`config.mk`:
```
export PLATFORM = sky130hd
export DESIGN_NAME = hsv_to_rgb_top
export DESIGN_NICKNAME = d
export VERILOG_FILES = /design/src/sv/hsv2rgb_pkg.sv /design/src/sv/hsv2rgb_chan.sv /design/src/sv/hsv_to_rgb_top.sv
export SDC_FILE = /design/constraint.sdc
export NUM_CORES = 2
export LEC_CHECK = 0
export BUFFER_PORTS_ARGS = -buffer_cell sky130_fd_sc_hd__buf_2
export CORE_MARGIN = 2
export CORE_UTILIZATION = 50
export DETAILED_ROUTE_END_ITERATION = 8
export GPL_TIMING_DRIVEN = 0
export PLACE_DENSITY = 0.72
export SLEW_MARGIN = 40
export SYNTH_ARGS = -nofsm -noshare
export SYNTH_HDL_FRONTEND = slang
export SYNTH_SLANG_ARGS = --single-unit
```
`constraint.sdc`:
```
create_clock -name i_clk -period 8.9 [get_ports i_clk]
set_clock_uncertainty 0.2 [all_clocks]
set_input_delay 0 -clock i_clk [delete_from_list [all_inputs] [get_ports i_clk]]
set_output_delay 0 -clock i_clk [all_outputs]
set_load 0.01 [all_outputs]
```
`src/sv/hsv2rgb_pkg.sv`:
```
// shared types and constants for the hsv to rgb converter
`timescale 1ns / 1ps

package hsv2rgb_pkg;

    // hue range and sector width in degrees
    localparam int unsigned HUE_MAX    = 360;
    localparam int unsigned SECTOR_DEG = 60;

    // 1.0 in the 256 * 60 scale used for (1 - s*n/60)
    localparam int unsigned ONE_SCALED = 15360;

    // full-scale channel value
    localparam int unsigned FULL_SCALE = 255;

    // quotient by 15 reaches full scale from this value up
    localparam int unsigned CLAMP_Y = 3840;

    // ceil(2^15 / 15), exact reciprocal for operands below CLAMP_Y
    localparam int unsigned RECIP15 = 2185;

    // hue sectors
    typedef enum logic [2:0] {
        SEC_RED     = 3'd0,
        SEC_YELLOW  = 3'd1,
        SEC_GREEN   = 3'd2,
        SEC_CYAN    = 3'd3,
        SEC_BLUE    = 3'd4,
        SEC_MAGENTA = 3'd5
    } t_sector;

    // input item
    typedef struct packed {
        logic [8:0] hue;
        logic [8:0] saturation;
        logic [8:0] brightness;
    } t_hsv;

    // result item
    typedef struct packed {
        logic [7:0] red;
        logic [7:0] green;
        logic [7:0] blue;
    } t_rgb;

endpackage

```
`src/sv/hsv2rgb_chan.sv`:
```
// three-stage pipeline computing one channel term floor(255*v*(1 - s*n/(256*60))/256)
`timescale 1ns / 1ps

module hsv2rgb_chan (
    input  logic       i_clk,
    input  logic [8:0] i_sat,
    input  logic [8:0] i_val,
    input  logic [5:0] i_n,
    output logic [7:0] o_chan
);

    logic [14:0] sn;
    logic [13:0] n_m;
    logic [16:0] n_v255;
    logic [30:0] prod;
    logic [12:0] n_y;
    logic [23:0] recip_prod;
    logic [7:0]  n_chan;

    logic [13:0] r_m;
    logic [16:0] r_v255;
    logic [12:0] r_y;
    logic [7:0]  r_chan;

    // stage a: scaled (1 - s*n/60), negative clamps to zero, and 255*v
    always_comb begin
        sn = 15'(i_sat) * 15'(i_n);
        if (sn >= 15'(hsv2rgb_pkg::ONE_SCALED)) begin
            n_m = '0;
        end else begin
            n_m = 14'(15'(hsv2rgb_pkg::ONE_SCALED) - sn);
        end
        n_v255 = {i_val, 8'b0} - 17'(i_val);
    end

    // stage b: full product, then drop the power-of-two part (2^18) of the divisor
    always_comb begin
        prod = 31'(r_v255) * 31'(r_m);
        n_y  = prod[30:18];
    end

    // stage c: divide by 15 through the reciprocal, clamp to full scale
    always_comb begin
        recip_prod = 24'(r_y[11:0]) * 24'(hsv2rgb_pkg::RECIP15);
        if (r_y >= 13'(hsv2rgb_pkg::CLAMP_Y)) begin
            n_chan = 8'(hsv2rgb_pkg::FULL_SCALE);
        end else begin
            n_chan = recip_prod[22:15];
        end
    end

    // data registers, no reset needed
    always_ff @(posedge i_clk) begin
        r_m    <= n_m;
        r_v255 <= n_v255;
        r_y    <= n_y;
        r_chan <= n_chan;
    end

    assign o_chan = r_chan;

endmodule

```
`src/sv/hsv_to_rgb_top.sv`:
```
// hsv to rgb converter top level: hue decode, four channel pipelines, sector routing
// the result strobe o_valid is high while the routed result sits in the output register
// throughput: one colour per clock; five register stages (hue decode, three channel
// stages, output routing), the channel multipliers each own a stage
// o_busy is always low: the pipeline never stalls and the receiver cannot hold off
// reset (synchronous, active low) clears the valid bits only; data registers keep values
`timescale 1ns / 1ps

module hsv_to_rgb_top (
    input  logic              i_clk,
    input  logic              i_rst_n,
    input  logic              i_start,
    output logic              o_busy,
    input  hsv2rgb_pkg::t_hsv i_data,
    output logic              o_valid,
    output hsv2rgb_pkg::t_rgb o_result
);

    logic                 accept;
    logic [8:0]           hue_sat;
    hsv2rgb_pkg::t_sector n_sec;
    logic [8:0]           base;
    logic [5:0]           n_rem;

    hsv2rgb_pkg::t_sector r_sec;
    logic [5:0]           r_rem;
    logic [8:0]           r_s;
    logic [8:0]           r_v;
    hsv2rgb_pkg::t_sector r_sec_d [3];
    logic [4:0]           r_vld;

    logic [5:0]           n_q;
    logic [5:0]           n_t;
    logic [7:0]           cv;
    logic [7:0]           cp;
    logic [7:0]           cq;
    logic [7:0]           ct;
    hsv2rgb_pkg::t_rgb    n_result;
    hsv2rgb_pkg::t_rgb    r_result;

    assign o_busy = 1'b0;
    assign accept = i_start && !o_busy;

    // hue saturation and sector decode
    always_comb begin
        if (i_data.hue > 9'(hsv2rgb_pkg::HUE_MAX)) begin
            hue_sat = 9'(hsv2rgb_pkg::HUE_MAX);
        end else begin
            hue_sat = i_data.hue;
        end
        if (hue_sat >= 9'(hsv2rgb_pkg::HUE_MAX)) begin
            n_sec = hsv2rgb_pkg::SEC_RED;
            base  = hue_sat;
        end else if (hue_sat >= 9'(5 * hsv2rgb_pkg::SECTOR_DEG)) begin
            n_sec = hsv2rgb_pkg::SEC_MAGENTA;
            base  = 9'(5 * hsv2rgb_pkg::SECTOR_DEG);
        end else if (hue_sat >= 9'(4 * hsv2rgb_pkg::SECTOR_DEG)) begin
            n_sec = hsv2rgb_pkg::SEC_BLUE;
            base  = 9'(4 * hsv2rgb_pkg::SECTOR_DEG);
        end else if (hue_sat >= 9'(3 * hsv2rgb_pkg::SECTOR_DEG)) begin
            n_sec = hsv2rgb_pkg::SEC_CYAN;
            base  = 9'(3 * hsv2rgb_pkg::SECTOR_DEG);
        end else if (hue_sat >= 9'(2 * hsv2rgb_pkg::SECTOR_DEG)) begin
            n_sec = hsv2rgb_pkg::SEC_GREEN;
            base  = 9'(2 * hsv2rgb_pkg::SECTOR_DEG);
        end else if (hue_sat >= 9'(hsv2rgb_pkg::SECTOR_DEG)) begin
            n_sec = hsv2rgb_pkg::SEC_YELLOW;
            base  = 9'(hsv2rgb_pkg::SECTOR_DEG);
        end else begin
            n_sec = hsv2rgb_pkg::SEC_RED;
            base  = '0;
        end
        n_rem = 6'(hue_sat - base);
    end

    // decode stage, sector delay line and output register, data only
    always_ff @(posedge i_clk) begin
        r_sec      <= n_sec;
        r_rem      <= n_rem;
        r_s        <= i_data.saturation;
        r_v        <= i_data.brightness;
        r_sec_d[0] <= r_sec;
        r_sec_d[1] <= r_sec_d[0];
        r_sec_d[2] <= r_sec_d[1];
        r_result   <= n_result;
    end

    // valid bits travel with the data
    always_ff @(posedge i_clk) begin
        if (!i_rst_n) begin
            r_vld <= '0;
        end else begin
            r_vld <= {r_vld[3:0], accept};
        end
    end

    // fraction terms for q and t
    assign n_q = r_rem;
    assign n_t = 6'(hsv2rgb_pkg::SECTOR_DEG) - r_rem;

    // v, p, q and t channel pipelines
    hsv2rgb_chan u_chan_v (
        .i_clk  (i_clk),
        .i_sat  (r_s),
        .i_val  (r_v),
        .i_n    (6'd0),
        .o_chan (cv)
    );

    hsv2rgb_chan u_chan_p (
        .i_clk  (i_clk),
        .i_sat  (r_s),
        .i_val  (r_v),
        .i_n    (6'(hsv2rgb_pkg::SECTOR_DEG)),
        .o_chan (cp)
    );

    hsv2rgb_chan u_chan_q (
        .i_clk  (i_clk),
        .i_sat  (r_s),
        .i_val  (r_v),
        .i_n    (n_q),
        .o_chan (cq)
    );

    hsv2rgb_chan u_chan_t (
        .i_clk  (i_clk),
        .i_sat  (r_s),
        .i_val  (r_v),
        .i_n    (n_t),
        .o_chan (ct)
    );

    // route the terms to red, green and blue by sector
    always_comb begin
        unique case (r_sec_d[2])
            hsv2rgb_pkg::SEC_RED:     n_result = '{red: cv, green: ct, blue: cp};
            hsv2rgb_pkg::SEC_YELLOW:  n_result = '{red: cq, green: cv, blue: cp};
            hsv2rgb_pkg::SEC_GREEN:   n_result = '{red: cp, green: cv, blue: ct};
            hsv2rgb_pkg::SEC_CYAN:    n_result = '{red: cp, green: cq, blue: cv};
            hsv2rgb_pkg::SEC_BLUE:    n_result = '{red: ct, green: cp, blue: cv};
            hsv2rgb_pkg::SEC_MAGENTA: n_result = '{red: cv, green: cp, blue: cq};
            default:                  n_result = '{red: cv, green: cp, blue: cq};
        endcase
    end

    assign o_valid  = r_vld[4];
    assign o_result = r_result;

    // every accepted transfer is followed by its result strobe
    a_latency: assert property (@(posedge i_clk) disable iff (!i_rst_n)
        accept |-> ##5 o_valid)
        else $error("result strobe missing after accepted transfer");

    // no result without an accepted transfer
    a_no_phantom: assert property (@(posedge i_clk) disable iff (!i_rst_n)
        o_valid |-> $past(accept, 5))
        else $error("result strobe without accepted transfer");

    // zero saturation gives a gray result
    a_gray: assert property (@(posedge i_clk) disable iff (!i_rst_n)
        (o_valid && $past(i_data.saturation, 5) == 9'd0) |->
        (o_result.red == o_result.green && o_result.green == o_result.blue))
        else $error("zero saturation did not give gray");

    // zero brightness gives black
    a_black: assert property (@(posedge i_clk) disable iff (!i_rst_n)
        (o_valid && $past(i_data.brightness, 5) == 9'd0) |->
        (o_result.red == 8'd0 && o_result.green == 8'd0 && o_result.blue == 8'd0))
        else $error("zero brightness did not give black");

endmodule
```
==> results.ini <==
[floorplanning]
die_height_um = 278.4
die-width_um = 278.4
initial_core_util_pct = 50.59
core_area_mm2 = 0.07445
dieArea_mm2 = 0.07753
rows = 100
ioPinCount = 56

[clock_tree]
cts_resized = 0
tritoncts_num_sinks = 206
clock_tree.buffer_depth = 3
cts.root.buffer_cell = clkbuf_16
htree_levels = 1
clk_latency_ns = 0.58
cts-buffers-inserted = 26
clk_pin_slew_ns = 0.06
cts.repair_timing.setup_buffer_count = 0
cts_tree = done

[yosys]
post_synth_fa_ha_maj_area_fraction_pct = 54.23
yosys-mux-area-fraction_pct = 0.9303
synth_simple_gate_area_share_pct = 15.09
cell_type_with_the_largest_total_area_after_synthesis = fa_1
synth.lib_cells_used.distinct = 73
synthesis_stage_register_bit_count = 206
cell_with_the_most_instances_after_synthesis = inv_1
largest_family_of_logic_cells_by_synthesized_area = adder cells
synth_compound_area_share_pct = 6.213
post_synth_main_area_contributors = fa_1, ha_1, dfxtp_1, inv_1, and2_1
post_synth_xor_area_fraction_pct = 3.605
synthesis.nets = 5370
synth_top_flop_cell = dfxtp_1
top_area_cell_type_share_of_the_netlist_area_pct = 33.60
fraction_of_the_yosys_area_taken_by_sequential_cells_pct = 10.95
synthArstFlopShare_pct = 0
synth.cells.most_frequent = inv_1, fa_1, ha_1
synth-warning-count = 0
count_of_mapped_cells_out_of_synthesis = 4087
synth_edf_count = 0
post_synth_design_cell_area_mm2 = 0.03766
syn_area_per_cell_um2 = 9.215

[hold_path]
hold_path.startpoint = r_sec_d[0][2]
hold_path_class = reg -> reg

[global_routing]
largest_net_degree_at_the_start_of_global_routing = 14
wire_length_of_the_first_global_routing_pass_mm = 151.7
grt_pass1_vias = 29400
grt_antenna_before_repair = 1
global_route.usage.total_pct = 24.64
globalRouteOverflowTotal = 0

[worst_setup_path]
cpMaxStageDelayCell = clkbuf_1
crit_start = u_chan_t.r_v255[1]
required_ns = 9.19
endpoint_kind = flop
worstPathMaxFanout = 10
timing.rr.start = u_chan_t.r_v255[1]
arrival_ns = 8.31
worst_path_buf_inv = 5
largest_stage_delay_on_the_critical_path_ns = 0.77
setup.worst_path.start_class = flop
cpMostUsedCell = fa_1
ordered_cell_list_for_the_critical_path = clkbuf_1, clkbuf_1, nand2_1, fa_1, fa_1, inv_1, fa_1, fa_1, fa_1, inv_1, fa_1, inv_1, ha_1, a21oi_2, nand2_1, a2111oi_2, a31oi_1, o21a_2, a211o_2, or3_4, a31oi_4, xnor2_1
cpLargestDelayFamily = adder cells
critPathKind = reg -> reg

[cells_and_area]
area_growth_pct = 8.266
filler_cell_count = 6608
footprint_of_the_multi_input_gates_mm2 = 0.03016
finalNetCount = 5519
ff_latch_area_mm2 = 0.004124
post_route_cells_drive_above_1_share_pct = 3.408

[detailed_routing]
detailedRoute.firstIterationViolations = 1722
post-route-drc-count = 0
drtPass1Iterations = 5
per_cell_routed_wire_length_um = 17.76
drtAntennaViolNets = 0
vias = 28250
finalWirelength_mm = 92.78
route.detailed.vias_per_inst = 5.407

[placed_design]
gp_congestion = 0.9699
hpwlAfterDp_mm = 76.75
buffer_ports.inserted = 53

[sta]
max_fclk_mhz = 124.8
max_slew_margin_pct = 36.65
fin_crit_ns = 8.015
drv_slew = 0
worst-slew-pin-transition_ns = 0.9503
final_hold_viol_count = 0
timing.final.setup_violations = 0
setup-tns-final_ns = 0
post-route-period-util_pct = 90.06
grt_setup_unrepaired = false

[flow_run]
maxCapViolCount = 0

[run_status]
run_status = completed

==> flip-flops by register name (all words and copies together), names as in the netlist, 12 cells and up <==
register         count
u_chan_t.r_v255     17
u_chan_p.r_m        12
u_chan_t.r_y        13
u_chan_p.r_y        13
u_chan_t.r_m        14
u_chan_q.r_m        14
o_result            24
u_chan_v.r_y        13
u_chan_q.r_y        13
==> routing by layer <==
metal | global-route usage [%] | up-vias | routed length (µm) | part of all wire (%)
met1 | 32.31 | 13930 | 38700 | 42
met3 | 4.181 | 257 | 7492 | 8.1
li1 | - | 13070 | - | -
met5 | 0 | - | 0 | 0
met2 | 40.91 | 994 | 42570 | 46
met4 | 9.161 | 0 | 4020 | 4.3
==> cell families after synthesis <==
family / count (synthesis)
AO/OA/AOI/OAI: 350
flip-flops: 206
buffers and inverters: 898
XOR/XNOR: 155
adder cells (fa/ha/maj): 1253
AND/OR/NAND/NOR: 1189
multiplexers: 34
other: 2
==> cells in the final DEF, fill, tap and decap left out, drive strengths merged, types with 5 or more instances in the layout <==
| cell | count |
|---|---|
| a21oi | 112 |
| a31oi | 11 |
| a2111oi | 7 |
| a21boi | 6 |
| clkbuf | 186 |
| ha | 621 |
| dfxtp | 206 |
| buf | 65 |
| o21bai | 9 |
| fa | 632 |
| nor2b | 13 |
| and3 | 11 |
| inv | 740 |
| a211oi | 7 |
| nand2 | 526 |
| a32oi | 8 |
| or2 | 5 |
| nor3b | 15 |
| a21o | 33 |
| xnor2 | 95 |
| o21ai | 69 |
| nor2 | 164 |
| nor3 | 42 |
| mux2i | 26 |
| a211o | 6 |
| and2 | 331 |
| clkinv | 6 |
| mux2 | 8 |
| o211ai | 8 |
| xor2 | 60 |
| o21a | 20 |
| nand2b | 22 |
| or3 | 9 |
| o31ai | 8 |
| nand3 | 21 |
| dlygate4sd3 | 65 |
| a221o | 9 |
| nand4 | 14 |
==> stage by stage <==
stage	instances	util [%]	area, µm²	hold slack (ns)	worst slack, ns
final	5225	54.77	40770	0.1253	0.8847
after CTS	5222	54.72	40740	0.1250	1.039
after global routing	5224	54.76	40770	0.1281	0.7639
after global placement	5109	52.57	39140	-0.09723	1.126
after detailed placement	5110	52.60	39160	-0.09643	1.091
after floorplan	4087	-	37660	-0.1723	2.538
==> worst reg2reg max path, stage by stage, from the launching register on <==
cell	delay, ns
dfxtp_1	0.69
clkbuf_1	0.52
clkbuf_1	0.78
nand2_1	0.18
fa_1	0.56
fa_1	0.51
inv_1	0.05
fa_1	0.38
fa_1	0.45
fa_1	0.52
inv_1	0.05
fa_1	0.48
inv_1	0.05
ha_1	0.33
a21oi_2	0.13
nand2_1	0.07
a2111oi_2	0.36
a31oi_1	0.30
o21a_2	0.32
a211o_2	0.34
or3_4	0.36
a31oi_4	0.16
xnor2_1	0.14
==> layout make-up <==
type	count	share of cell area (%)
multi-input combinational	2983	73.98
buffer	161	1.534
antenna	1	0.006137
inverter	737	6.785
tap	969	2.974
sequential	206	10.11
timing repair buffer	121	2.320
clock inverter	13	0.4695
clock buffer	34	1.817
==> worst paths after layout <==
| check | end | slack [ns] | depth (start not counted) |
|---|---|---|---|
| setup reg to reg | u_chan_t.r_y[12] | 0.88 | 22 |
| hold / removal | r_sec_d[0][5] | 0.13 | 0 |
| hold reg to reg | r_sec_d[0][5] | 0.13 | 0 |
| setup / recovery | u_chan_t.r_y[12] | 0.88 | 22 |
==> repair_timing <==
item	4_1_cts	5_1_grt
setup endpoints to repair	0	0
hold buffers	65	0
hold endpoints to repair	32	0
Power is left out: the tool's default activity adds up to more than one toggle a clock period on the data nets, which glitch-free logic cannot reach.
